==> src/hw/rtl/pba_ram.sv <==
// ----------------------------------------------------------------------------
// pba_ram
// Generic single-write, single-read RAM with registered read data.
// ----------------------------------------------------------------------------
module pba_ram #(
  parameter int unsigned WIDTH = 8,
  parameter int unsigned DEPTH = 16
) (
  input  logic                     clk_i,
  input  logic                     we_i,
  input  logic [$clog2(DEPTH)-1:0] waddr_i,
  input  logic [WIDTH-1:0]         wdata_i,
  input  logic [$clog2(DEPTH)-1:0] raddr_i,
  output logic [WIDTH-1:0]         rdata_o
);

  logic [WIDTH-1:0] mem [DEPTH];
  logic [WIDTH-1:0] rdata_q;

  always_ff @(posedge clk_i) begin
    if (we_i) begin
      mem[waddr_i] <= wdata_i;
    end
    rdata_q <= mem[raddr_i];
  end

  assign rdata_o = rdata_q;

endmodule

==> config.mk <==
export PLATFORM = sky130hd
export DESIGN_NAME = pba_ram
export DESIGN_NICKNAME = d
export VERILOG_FILES = /design/src/hw/rtl/pba_ram.sv
export SDC_FILE = /design/constraint.sdc
export NUM_CORES = 1
export LEC_CHECK = 0
export BUFFER_PORTS_ARGS = -buffer_cell sky130_fd_sc_hd__buf_2
export CORE_MARGIN = 8
export CORE_UTILIZATION = 29
export CTS_CLUSTER_DIAMETER = 150
export DETAILED_ROUTE_END_ITERATION = 8
export PLACE_DENSITY = 0.54
export SLEW_MARGIN = 20
export SYNTH_ARGS = -nofsm -noshare
export SYNTH_HDL_FRONTEND = slang
export SYNTH_SLANG_ARGS = --single-unit
==> constraint.sdc <==
create_clock -name clk_i -period 3.26 [get_ports clk_i]
set_clock_uncertainty 0.1 [all_clocks]
set_input_delay 0.652 -clock clk_i [delete_from_list [all_inputs] [get_ports clk_i]]
set_output_delay 0.652 -clock clk_i [all_outputs]
set_load 0.005 [all_outputs]
Yosys cells after proc, flatten, opt, wreduce, memory -nomap -nowiden
Memory sizes are Yosys's and may differ from the RTL's. A register that Yosys moved wholly into a read port is not among the register bits.
Cells that the tools add are included.
W data, S select, Z words.
{"block": "classes", "addsub": 0, "multipliers": 0, "div": 0, "magnitude_cmp": 0, "n_eq_ne": 0, "shifts": 0, "muxes": 2, "n_bitwise": 0, "n_reduce_logical": 0}
{"op": "$mux W1", "count": 2}
{"block": "totals", "reg_bits": 0, "latch_bits": 0, "mem_bits_rw": 128, "rom_bits": 0, "inputBits": 18, "output_inout_bits": 8, "wordCells": 3, "mem_count": 1}
{"name": "mem", "words": 16, "word_bits": 8, "read_ports": 1, "rd_ports_with_merged_regs": 1, "wr": 1, "line_no": "17", "rtl": "logic [WIDTH-1:0] mem [DEPTH];"}

Logic depth before layout (Yosys ltp)
Gate-level depths: netlist of run 1.
{"block": "depth", "ltp_word": 2, "ltp_mapped": 5, "mapped_depth_nobuf": 3}

Least setup slack after synthesis of run 1
Ideal clock, no wire load.
{"block": "synth_timing", "path_type": "in2reg", "startpoint": "in waddr_i[2]", "endpoint": "mem mem[0][0], enable pin", "setup_ns": 0.383, "t_arrival_ns": 1.762, "required_time_ns": 2.777, "setup_slack_ns": 1.015, "stages": 2, "path_buffers": 0, "path_cell_list": "or3b_2 > nor3_1"}
{"element": "from (decl)", "line_no": "11", "rtl": "input logic [$clog2(DEPTH)-1:0] waddr_i,"}
{"element": "to (decl)", "line_no": "17"}
No word-level cell before the write port.

==> summary by stage, run 1 <==
Status
The flow ran to the end, and the final reports show no timing, DRC or antenna violations.

Routing
After detailed routing, the total wire length is 10500 µm. For this run, design rule violations remaining after detail routing come to 0. The wire length per cell is 20.3 µm. The antenna violation net count after detailed routing is 0. Using the TritonRoute via totals, the vias-per-cell ratio works out to 4.66. The first TritonRoute pass finished after 4 iterations. Detailed routing inserted a total of between 2000 and 2500 vias. In this run, the number of DRC markers left after iteration 0 of detailed routing was 146.

Floorplan
The area of the placeable core is 0.0174 mm². For this configuration, the core starts out at a cell density of 29.7%. The row count is 48. The floorplan step set the die width to around 150 µm.

The die is around 150 µm tall. The die covers 0.0223 mm². During I/O placement, the number of pins put on the boundary was 26.

Worst setup path
The total buffers and inverters traversed by the critical path is 2. The slowest library cell on the worst path is sky130_fd_sc_hd__mux4_1. For the worst setup path, the data required time is 3.45 ns. The critical setup path kind is input pin to register. The worst setup path is captured at a register. The element type at the critical path start is an input pin. In this run the worst path has a maximum fanout of 23. STA puts the critical path data arrival time at 2.24 ns.

The kind of cell with the highest combined delay on the critical path is multiplexers. The longest individual stage delay on the worst path is 0.61 ns. Walking the worst path, the cells encountered are buf_2, buf_12, mux4_1, a22oi_1, nand2_1.

Clocking
The post-cts resize count is 0. Buffers inserted during clock tree synthesis total 17. The later pin in the worst-skew pair is clocked with a latency of 0.42 ns. The CTS H-tree depth is 4. The CTS clock-pin slew for the worst setup and hold paths is 0.06 ns.

Buffers added to address setup during post-CTS repair amount to 0. TritonCTS built the clock tree. The worst-case clock buffer depth is 2. The clock sink total is 136. The tree is rooted in a sky130_fd_sc_hd__clkbuf_16. In this run, post-CTS hold repair placed 0 buffers.

Timing
Setup repair after global routing left no endpoint under its margin. The total negative slack is 0 ns. After layout, the worst setup slack is 1.21 ns. Headroom to the max-slew limit came out at 46.9%.

The final count of hold timing violations is 0. In the finished design, the share of the clock period the worst path needs comes to 62.9%. At the pin with the least slew margin, the transition time is 0.793 ns.

After layout, the minimum clock period comes to 2.05 ns. Static timing analysis puts the maximum clock frequency at 0.488 GHz. The number of pins with negative max-slew slack in the final report is 0. Setup violations remaining at the end of the flow were counted as 0.

Cells and area
The finished cells cover 0.00625 mm². The antenna diode count is 0. From synthesis to final layout, the design area changed by 21.5%. The post-route netlist has 30.6% of its cells at a drive strength greater than 1.

The number of nets in the layout is 299.

Logic synthesis
The dominant combinational cell family by area after synthesis is multiplexers. The complex-gate fraction of the synthesized area is 2.33%. Of the total synthesized cell area, the portion taken by full adders, half adders and majority gates is 0%. The cell count after synthesis came out at 229. The proportion of register bits with asynchronous set or reset after synthesis is 0%. Yosys attributes the largest share of cell area to sky130_fd_sc_hd__edfxtp_1 (75%), sky130_fd_sc_hd__mux4_2 (7.9%), sky130_fd_sc_hd__mux4_1 (7.1%), sky130_fd_sc_hd__dfxtp_1 (3.1%), sky130_fd_sc_hd__a22oi_1 (2.3%). Yosys mapped the design onto 19 distinct sky130hd cell types. The Yosys step of the flow raised 0 warnings.

The basic-gate share of the synthesized area counting and, or, nand and nor cells is 3.18%. The xor-xnor portion of the synthesized cell area is 0%. The share of synthesized area spent on multiplexers is 15.0%. The leading register cell type out of synthesis is sky130_fd_sc_hd__edfxtp_1. Of all cell types, the one taking the most synthesized area is sky130_fd_sc_hd__edfxtp_1. The post-synthesis sequential area ratio is 77.8%. The number of enable-type register cells in the synthesized netlist is 128.

The commonest cells after synthesis are sky130_fd_sc_hd__edfxtp_1 (128), sky130_fd_sc_hd__mux4_2 (18), sky130_fd_sc_hd__a22oi_1 (16). The net count of the mapped netlist is 247. The share of Yosys cell area claimed by the top area cell type is 74.7%. The library cell with the highest instance count after synthesis is sky130_fd_sc_hd__edfxtp_1.

The mean area per synthesized cell is roughly 22 µm². Counting flops and latches in the post-synthesis netlist gives 136. After synthesis the cells add up to about 0.0051 mm².

Global routing
The via count of the first global-routing pass came to 2577. The total overflow left after global routing is 0. Entering global routing, the biggest net connects 33 pins. The global-route wire length before repair is between 15000 and 20000 µm. The initial antenna violation count came to 0. The global-route usage over all layers is 10.0%.

Place
The detailed placer's ending HPWL is roughly 6700 µm. After detailed placement, the total cell area comes to approximately 0.0056 mm². The final estimated routing congestion in global placement is 0.697. OpenSTA, run right after detailed placement, puts the worst setup slack at 0.768 ns. The count of buffers added on input and output ports is 25.

Job
The max-capacitance violation count is 0.

Pwr
Internal power comes to between 0.003 and 0.004 W. The areal power density over the cells is 671 mW/mm². The worst ir drop on vdd is 371 µV. The sequential group share of total power is 46.9%. Of the total power, the share spent switching nets is roughly 18%. The part of the power in the clock network is 48.8%. The fraction of power consumed by combinational cells is 4.3%. Summed over all nets, the switching power comes to 0.000770 W. The standby leakage power is 2.11 nW.

Worst hold path
In this run the worst hold path is classified as input pin to register.
metal layers:
metal / routed length [µm] / up-vias / track usage [%] / part of all wire, %
li1: - / 1079 / - / -
met1: 5000 / 1278 / 13.1 / 47
met2: 5020 / 54 / 15.7 / 48
met3: 424 / 7 / 2.94 / 4.0
met4: 99 / 0 / 3.48 / 0.94
met5: 0 / - / 0 / 0
registers in the layout (all words and copies together) (netlist names):
name,count
mem,128
rdata_o,8
placed cells by master (no fill, tap or decap), types with 2 or more instances in the layout:
master | netlist | routed
sky130_fd_sc_hd__nand2b_1 | 2 | 2
sky130_fd_sc_hd__bufinv_16 | 0 | 5
sky130_fd_sc_hd__dfxtp_1 | 8 | 8
sky130_fd_sc_hd__a22oi_1 | 16 | 16
sky130_fd_sc_hd__mux4_2 | 18 | 18
sky130_fd_sc_hd__nor2_1 | 13 | 13
sky130_fd_sc_hd__buf_2 | 3 | 25
sky130_fd_sc_hd__clkbuf_16 | 0 | 17
sky130_fd_sc_hd__nor3_1 | 4 | 4
sky130_fd_sc_hd__clkbuf_8 | 0 | 2
sky130_fd_sc_hd__clkinv_2 | 0 | 4
sky130_fd_sc_hd__clkbuf_1 | 0 | 4
sky130_fd_sc_hd__nand2_1 | 9 | 9
sky130_fd_sc_hd__nand3b_1 | 2 | 2
sky130_fd_sc_hd__buf_4 | 1 | 17
sky130_fd_sc_hd__mux4_1 | 14 | 14
sky130_fd_sc_hd__edfxtp_1 | 128 | 128
cell type report:
cell class / instances / area [µm²]
flip-flops and latches: 136 / 4000
clock inverters: 9 / 170
fillers: 1571 / 11100
clock buffers: 23 / 468
repair buffers: 43 / 273
well taps: 225 / 282
multi-input cells: 83 / 1060
power groups by stage:
stage                     clock, W  sequential [W]  combinational (W)
final                      0.00205         0.00197           0.000178
after global routing       0.00215         0.00197           0.000196
after CTS                  0.00207         0.00197           0.000183
after detailed placement         0         0.00200           0.000182
after global placement           0         0.00200           0.000180
after floorplan                  0         0.00200          0.0000992
cell families (layout without fill, tap and decap cells):
family,count (synthesis),in the layout
compound gates,16,16
buf+inv,10,75
flops,136,136
mux,32,32
simple gates,35,35
through the flow:
stage	total power [W]	std cells	util (%)	hold WS, ns
6_report	0.00419	519	36.0	0.530
2_1_floorplan	0.00210	229	-	0.529
5_1_grt	0.00432	519	36.0	0.538
3_5_place_dp	0.00219	487	32.4	0.570
3_3_place_gp	0.00218	487	32.4	0.555
4_1_cts	0.00422	519	36.0	0.528
path summary, 6_finish.rpt:
| check | startpoint | to | slack (ns) | cells after the start |
|---|---|---|---|---|
| worst max-delay path | raddr_i[0] | rdata_o[3]$_DFF_P_ | 1.21 | 5 |
| worst min-delay path | wdata_i[4] | mem[6][4]$_DFFE_PP_ | 0.53 | 1 |
| worst max register to register | mem[5][2]$_DFFE_PP_ | rdata_o[2]$_DFF_P_ | 1.70 | 3 |
| worst min register to register | mem[12][2]$_DFFE_PP_ | rdata_o[2]$_DFF_P_ | 0.57 | 3 |
Power figures use the tool's default switching activity.
==> run 2, diff against run 1 <==
==> constraint.sdc (replaced) <==
create_clock -name clk_i -period 2 [get_ports clk_i]
set_clock_uncertainty 0.1 [all_clocks]
set_input_delay 0.4 -clock clk_i [delete_from_list [all_inputs] [get_ports clk_i]]
set_output_delay 0.4 -clock clk_i [all_outputs]
set_load 0.005 [all_outputs]
==> run 2 against run 1 <==
Count of clock-buffer cells in the layout rose by 5. Core utilization fell by 0.27 points. Final cell count rose by 0.96%. Flip-flop and latch count did not move. Final area fell by 0.74%. Via count rose by 0.58%. Register-to-register slack got worse by 1.1 ns. Sequential power rose by 63%. First-iteration DRC count rose by 8.2%.
==> summary by stage, run 2 (synthesis gave the netlist of run 1 again) <==
Timing
Setup violations remaining at the end of the flow were counted as 0. For the pin with the worst max-slew slack, the measured transition is just under 0.9 ns. The max-slew headroom at the worst pin is 40.5%.

Of the available clock period, the critical path in the final layout requires 76.5%. The number of pins with negative max-slew slack in the final report is 0. The total negative slack is 0 ns. Setup repair after global routing left no endpoint under its margin.

The final period demand of the worst path is 1.53 ns. The final count of hold timing violations is 0. Timing would allow up to 0.654 GHz.

Worst setup path
Counting cells, the worst reg-to-reg path comes to 3. Of all nets on the critical path, the largest fanout is 7. The cell repeated most along the worst path is sky130_fd_sc_hd__buf_4.

Data on the critical path is required at its endpoint by 2.18 ns. The critical path goes through buf_2, buf_4, buf_4, mux4_2, a22oi_1, nand2_1. STA classifies the critical path endpoint as a register. The critical setup path kind is input pin to register. Among all stages on the critical path, the largest delay is contributed by sky130_fd_sc_hd__mux4_2. Data on the critical path arrives at its endpoint at between 1.5 and 2 ns. In this run the critical register-to-register path is launched from mem[11][7]$_DFFE_PP_. The slack of the worst reg-to-reg path is 0.56 ns. The largest single stage delay on the critical path is 0.48 ns. The worst setup path is launched from an input pin. The capture instance of the worst register-to-register path is rdata_o[7]$_DFF_P_.

Global routing
After global routing the overflow that remains totals 0. The largest net degree at the start of global routing is 33. The first global-routing pass estimated 15800 µm of wire. Global routing used between 10% and 20% of the available tracks. The initial antenna violation count is 0. The via count of the first global-routing pass is roughly 2500.

Cells and area
The library cells used most frequently in the layout, excluding fill and tap cells, are sky130_fd_sc_hd__edfxtp_1 (128), sky130_fd_sc_hd__buf_2 (25), sky130_fd_sc_hd__buf_4 (21). The number of antenna diodes in the final layout is 0. The register bank with the most flops is mem. The share of the core filled with cells is 35.8%. After the last flow step, the layout net total stands at ~300. Cells with a size suffix above 1 make up between 30% and 40% of the layout. The most common cell after layout, fill and taps aside is sky130_fd_sc_hd__edfxtp_1.

The register with the most flip-flops in the layout has 128 of them. The area growth from synthesis to layout is 20.6%.

Routing
The detail-routed via count per cell is 4.64. The first detailed-routing pass ran for 4 iterations. The remaining design rule violation count is 0. In the final routed layout, each cell accounts on average for 20.0 µm. The count of nets left with antenna violations once routing finished came out at 0.

The detailed router placed 2432 vias in this run. The total routed wirelength is 10500 µm. The number of violations reported at the end of detailed-routing iteration 0 is 158.

Place
The HPWL after detailed placement is approximately 7000 µm. Buffers placed on the I/O ports in this run total 25. At the end of routability-driven placement, the weighted congestion stood at ~0.7.

Floorplan
The count of pins on the block boundary is 26. The x dimension of the die is 149 µm. The initial standard-cell utilization of the core is 29.7%. The die covers 0.0223 mm². In this run the core area contains 48 standard-cell rows. The height of the die is between 100 and 150 µm. The area of the placeable core is 0.0174 mm².

Worst hold path
The worst hold endpoint is mem[15][6]$_DFFE_PP_. The startpoint identified for the worst hold timing path is wdata_i[6]. The hold path depth is 1. The path class of the tightest hold or removal check is input pin to register.

Clocking
The hold buffer count at cts is 0. TritonCTS built the clock tree. The clock sink total is 136. The clock tree synthesis step divided the H-tree into 4 levels. In this run, post-CTS repair resized a total of 0 instances.

The source-to-sink clock delay at the later pin of the worst-skew pair is around 0.4 ns. The number of buffers created by CTS is 17. The clock passes through at most 2 buffers. The number of setup buffers added after CTS is 0.

The root buffer selected by CTS is sky130_fd_sc_hd__clkbuf_16. Clock-pin slew was measured on the worst setup and hold paths at 0.06 ns.

Pwr
The worst ir drop on vdd is 522 µV. The total power consumption of the routed design is 0.00633 W. The analysis attributes to cell leakage a power of 2.09 nW. Power spread over the standard cell area amounts to 1020 mW/mm².

Status
The flow ran to the end, and the final reports show no timing, DRC or antenna violations.

Job
The max-capacitance violation count is 0.
-- run 2: power breakdown --
| part | total [W] | internal [W] | switching [W] |
|---|---|---|---|
| combinational | 0.000303 | 0.000133 | 0.000170 |
| sequential | 0.00321 | 0.00319 | 0.0000212 |
| clock | 0.00282 | 0.00180 | 0.00102 |
-- run 2: worst max-delay path by stage --
| stage | startpoint | endpoint | slack [ns] | depth (start not counted) |
|---|---|---|---|---|
| 6_report | raddr_i[0] | rdata_o[0]$_DFF_P_ | 0.47 | 6 |
| 5_1_grt | raddr_i[0] | rdata_o[0]$_DFF_P_ | 0.36 | 6 |
| 4_1_cts | raddr_i[0] | rdata_o[0]$_DFF_P_ | 0.45 | 6 |
| 3_5_place_dp | raddr_i[0] | rdata_o[0]$_DFF_P_ | 0.03 | 6 |
| 3_3_place_gp | raddr_i[0] | rdata_o[0]$_DFF_P_ | 0.002 | 6 |
| 2_1_floorplan | waddr_i[2] | mem[0][0]$_DFFE_PP_ | 0.007 | 2 |
-- run 2: critical path, delay by kind of cell --
family	cells	cell delay, ns
compound gates	1	0.23
mux	1	0.48
buf+inv	3	0.52
simple gates	1	0.08
-- run 2: metrics by stage --
step	hold slack, ns	worst slack, ns	instance area, µm²	instances
after floorplan	0.399	0.00713	5150	229
after global placement	0.554	0.00197	5670	492
after detailed placement	0.553	0.0334	5670	492
after CTS	0.267	0.452	6210	524
after global routing	0.267	0.359	6210	524
final	0.285	0.471	6210	524
-- run 2: area by class of cell --
cell class / count / area [µm²]
clock buffers: 28 / 497
clock inverters: 4 / 45.0
multi-input cells: 83 / 1060
flip-flops and latches: 136 / 4000
fillers: 1600 / 11100
well taps: 225 / 282
repair buffers: 48 / 323
-- run 2: routing by layer --
layer	up-vias	wire length (µm)	share of wire [%]	track usage, %
li1	1088	-	-	-
met1	1265	4930	47	13.5
met2	69	4730	45	14.5
met3	10	709	6.8	3.85
met4	0	140	1.3	3.89
met5	-	0	0	0
==> run 3, diff against run 2 <==
==> constraint.sdc (replaced) <==
create_clock -name clk_i -period 1.45 [get_ports clk_i]
set_clock_uncertainty 0.1 [all_clocks]
set_input_delay 0.29 -clock clk_i [delete_from_list [all_inputs] [get_ports clk_i]]
set_output_delay 0.29 -clock clk_i [all_outputs]
set_load 0.005 [all_outputs]
==> run 3 against run 2 <==
Global-route usage increased by 0.29 points. Total power rose by 45%. Clock power grew 51%. Final area grew 3.0%. Setup slack lost 0.39 ns. Final cell count up 1.1%. First-iteration DRC count up 38%. Die area is the same. Routed wire length up 1.3%.
==> summary by stage, run 3 (synthesis gave the netlist of run 1 again) <==
Global routing
The via count of the first global-routing pass is between 2000 and 3000. The initial antenna violation count is 1. Entering global routing, the biggest net connects 20 pins. The sum of overflow across all layers after global routing is 0. The first global-routing pass estimated 16600 µm of wire.

The global-route usage over all layers is between 10 and 15%.

Timing
The final period demand of the worst path is around 1.4 ns. The maximum achievable frequency is 0.729 GHz. Setup repair after global routing left no endpoint under its margin.

The portion of the clock cycle consumed by the worst path in the final layout is 94.5%. The measured slew at the worst slew-check pin is 0.838 ns. Setup violations remaining at the end of the flow were counted as 0. The final count of hold timing violations is 0. The minimum hold slack is 0.165 ns. The max-slew headroom at the worst pin is 44.0%. The number of pins with negative max-slew slack in the final report came to 0.

Job
The max-capacitance violation count is 0.

Clocking
Clock tree synthesis found a total of 136 sinks. The CTS clock-pin slew for the worst setup and hold paths is 0.06 ns. The root buffer cell chosen for the clock tree is sky130_fd_sc_hd__clkbuf_16.

Clock tree synthesis inserted a total of 17 buffers. The source-to-sink clock delay at the later pin of the worst-skew pair is 0.41 ns. In this run the number of H-tree levels came out at 4. In this run the deepest clock path goes through 2 buffers. The clock tree from TritonCTS is yes.

Cells and area
After filler insertion, the fill cell instance count of the layout stands at ~1600. The post-route non-filler standard cell count is 530. The number of antenna diodes in the final layout is 0. mem holds more flip-flops than any other register.

Compared with the post-synthesis result, the final layout area differs by 24.3%. The top cell types in the final layout, fill and taps aside, are sky130_fd_sc_hd__edfxtp_1 (128), sky130_fd_sc_hd__mux4_2 (30), sky130_fd_sc_hd__buf_2 (25). In the final design database the tool counted 310 nets. The library cell used most frequently in the layout, excluding fill and tap cells, is sky130_fd_sc_hd__edfxtp_1. The final standard cell area without fillers is 0.00640 mm². The flip-flop count of the largest register, all copies and words added is 128. The post-route netlist has a little over two fifths of its cells at a drive strength greater than 1.

Worst setup path
The largest single stage delay on the critical path is 0.53 ns. The critical setup path kind is input pin to register. The kind of cell with the highest combined delay along the critical path is multiplexers.

The signal on the critical path passes through buf_2, buf_4, mux4_2, a22oi_2, nand2_1. The slowest library cell on the worst path is sky130_fd_sc_hd__mux4_2. The worst register-to-register path has a depth of 3. In this run the critical register-to-register path is launched from mem[4][2]$_DFFE_PP_. Of all nets on the critical path, the largest fanout is 9. The worst register-to-register path has a setup slack of 0.09 ns.

The data required time of the critical path is 1.65 ns. The worst endpoint data arrival time is 1.57 ns. The worst setup path is launched from an input pin. The total buffers and inverters traversed by the critical path is 2. The worst setup path is captured at a register. The capture instance of the worst register-to-register path is rdata_o[2]$_DFF_P_.

Worst hold path
The worst min-delay path category is input pin to register. The hold path depth is 1. For hold timing, the worst endpoint is mem[12][1]$_DFFE_PP_. The worst hold path begins at wdata_i[1].

Pwr
The worst ir drop on vdd is a little under 900 µV. Dividing total power by cell area gives a power density of about 1400 mW/mm². In this run the static leakage power is between 2 and 2.5 nW.

Floorplan
Pin placement for this block handled 26 I/O pins. The die covers 0.0223 mm². The row count is 48.

The die is roughly 150 µm tall. For this configuration, the core starts out at a cell density of between 20 and 30%. The core region is approximately 0.017 mm².

The x dimension of the die is 149 µm.

Status
The flow ran to the end, and the final reports show no timing, DRC or antenna violations.

Place
Including well taps, the total number of placed cells is 498. The area after detailed placement is 0.00577 mm². In this run the tool buffered the top-level ports with 25 buffer cells. The final estimated routing congestion in global placement is 0.721. The detailed placer's ending HPWL is 7070 µm.

Routing
The antenna violation net count after detailed routing is 0. After detailed routing, the average wire length per cell comes to 20.1 µm. After detailed routing, the total wire length is 10600 µm. The detailed-route via count is about 2400. The remaining design rule violation count is 0.

The iteration count of the initial detailed-routing pass is 4. In the routed layout, each cell is associated on average with a via count of 4.54. The first routing iteration left approximately 220 violations.
==> run 3: timing repair <==
item / in CTS / in global routing
resized for setup: 2 / 6
endpoints found under the setup margin: 2 / 4
buffers inserted: 0 / 0
hold buffers: 0 / 0
hold endpoints to repair: 0 / 0
==> run 3: layout make-up <==
| class | instances | area [µm²] | area share (%) |
|---|---|---|---|
| clock buffers | 19 | 443 | 6.92 |
| clock inverters | 13 | 154 | 2.41 |
| multi-input cells | 83 | 1080 | 16.9 |
| flip-flops and latches | 136 | 4000 | 62.6 |
| well taps | 225 | 282 | 4.40 |
| repair buffers | 54 | 430 | 6.73 |
==> run 3: worst max-delay path by stage <==
| stage | endpoint | depth (start not counted) | startpoint | slack (ns) |
|---|---|---|---|---|
| finish | rdata_o[6]$_DFF_P_ | 5 | raddr_i[0] | 0.08 |
| global route | rdata_o[6]$_DFF_P_ | 5 | raddr_i[0] | 0.02 |
| CTS | rdata_o[4]$_DFF_P_ | 3 | mem[8][4]$_DFFE_PP_ | 0.003 |
| detailed placement | rdata_o[6]$_DFF_P_ | 5 | raddr_i[0] | -0.47 |
| global placement | rdata_o[6]$_DFF_P_ | 5 | raddr_i[0] | -0.46 |
| floorplan | mem[0][0]$_DFFE_PP_ | 2 | waddr_i[2] | -0.04 |
==> run 3: where the power goes <==
part	switching, W	leakage [nW]	internal [W]
Combinational	0.000250	0.606	0.000213
Clock	0.00154	0.285	0.00273
Sequential	0.0000302	1.22	0.00440
Total	0.00182	2.11	0.00734
==> run 3: stage by stage <==
step           utilization (%)  power (W)  setup TNS, ns  worst slack (ns)
2_1_floorplan                -    0.00474         -0.388           -0.0430
3_5_place_dp              33.2    0.00497         -10.38            -0.468
3_3_place_gp              33.2    0.00496          -9.44            -0.457
6_report                  36.9    0.00916              0            0.0791
5_1_grt                   36.9    0.00944              0            0.0158
4_1_cts                   36.7    0.00924              0           0.00261
==> run 3: metal layers <==
metal | part of all wire, % | global-route usage, % | up-vias
li1 | - | - | 1084
met1 | 48 | 13.4 | 1254
met5 | 0.12 | 0 | -
met3 | 4.7 | 3.82 | 13
met4 | 1.3 | 4.44 | 2
met2 | 46 | 15.5 | 54
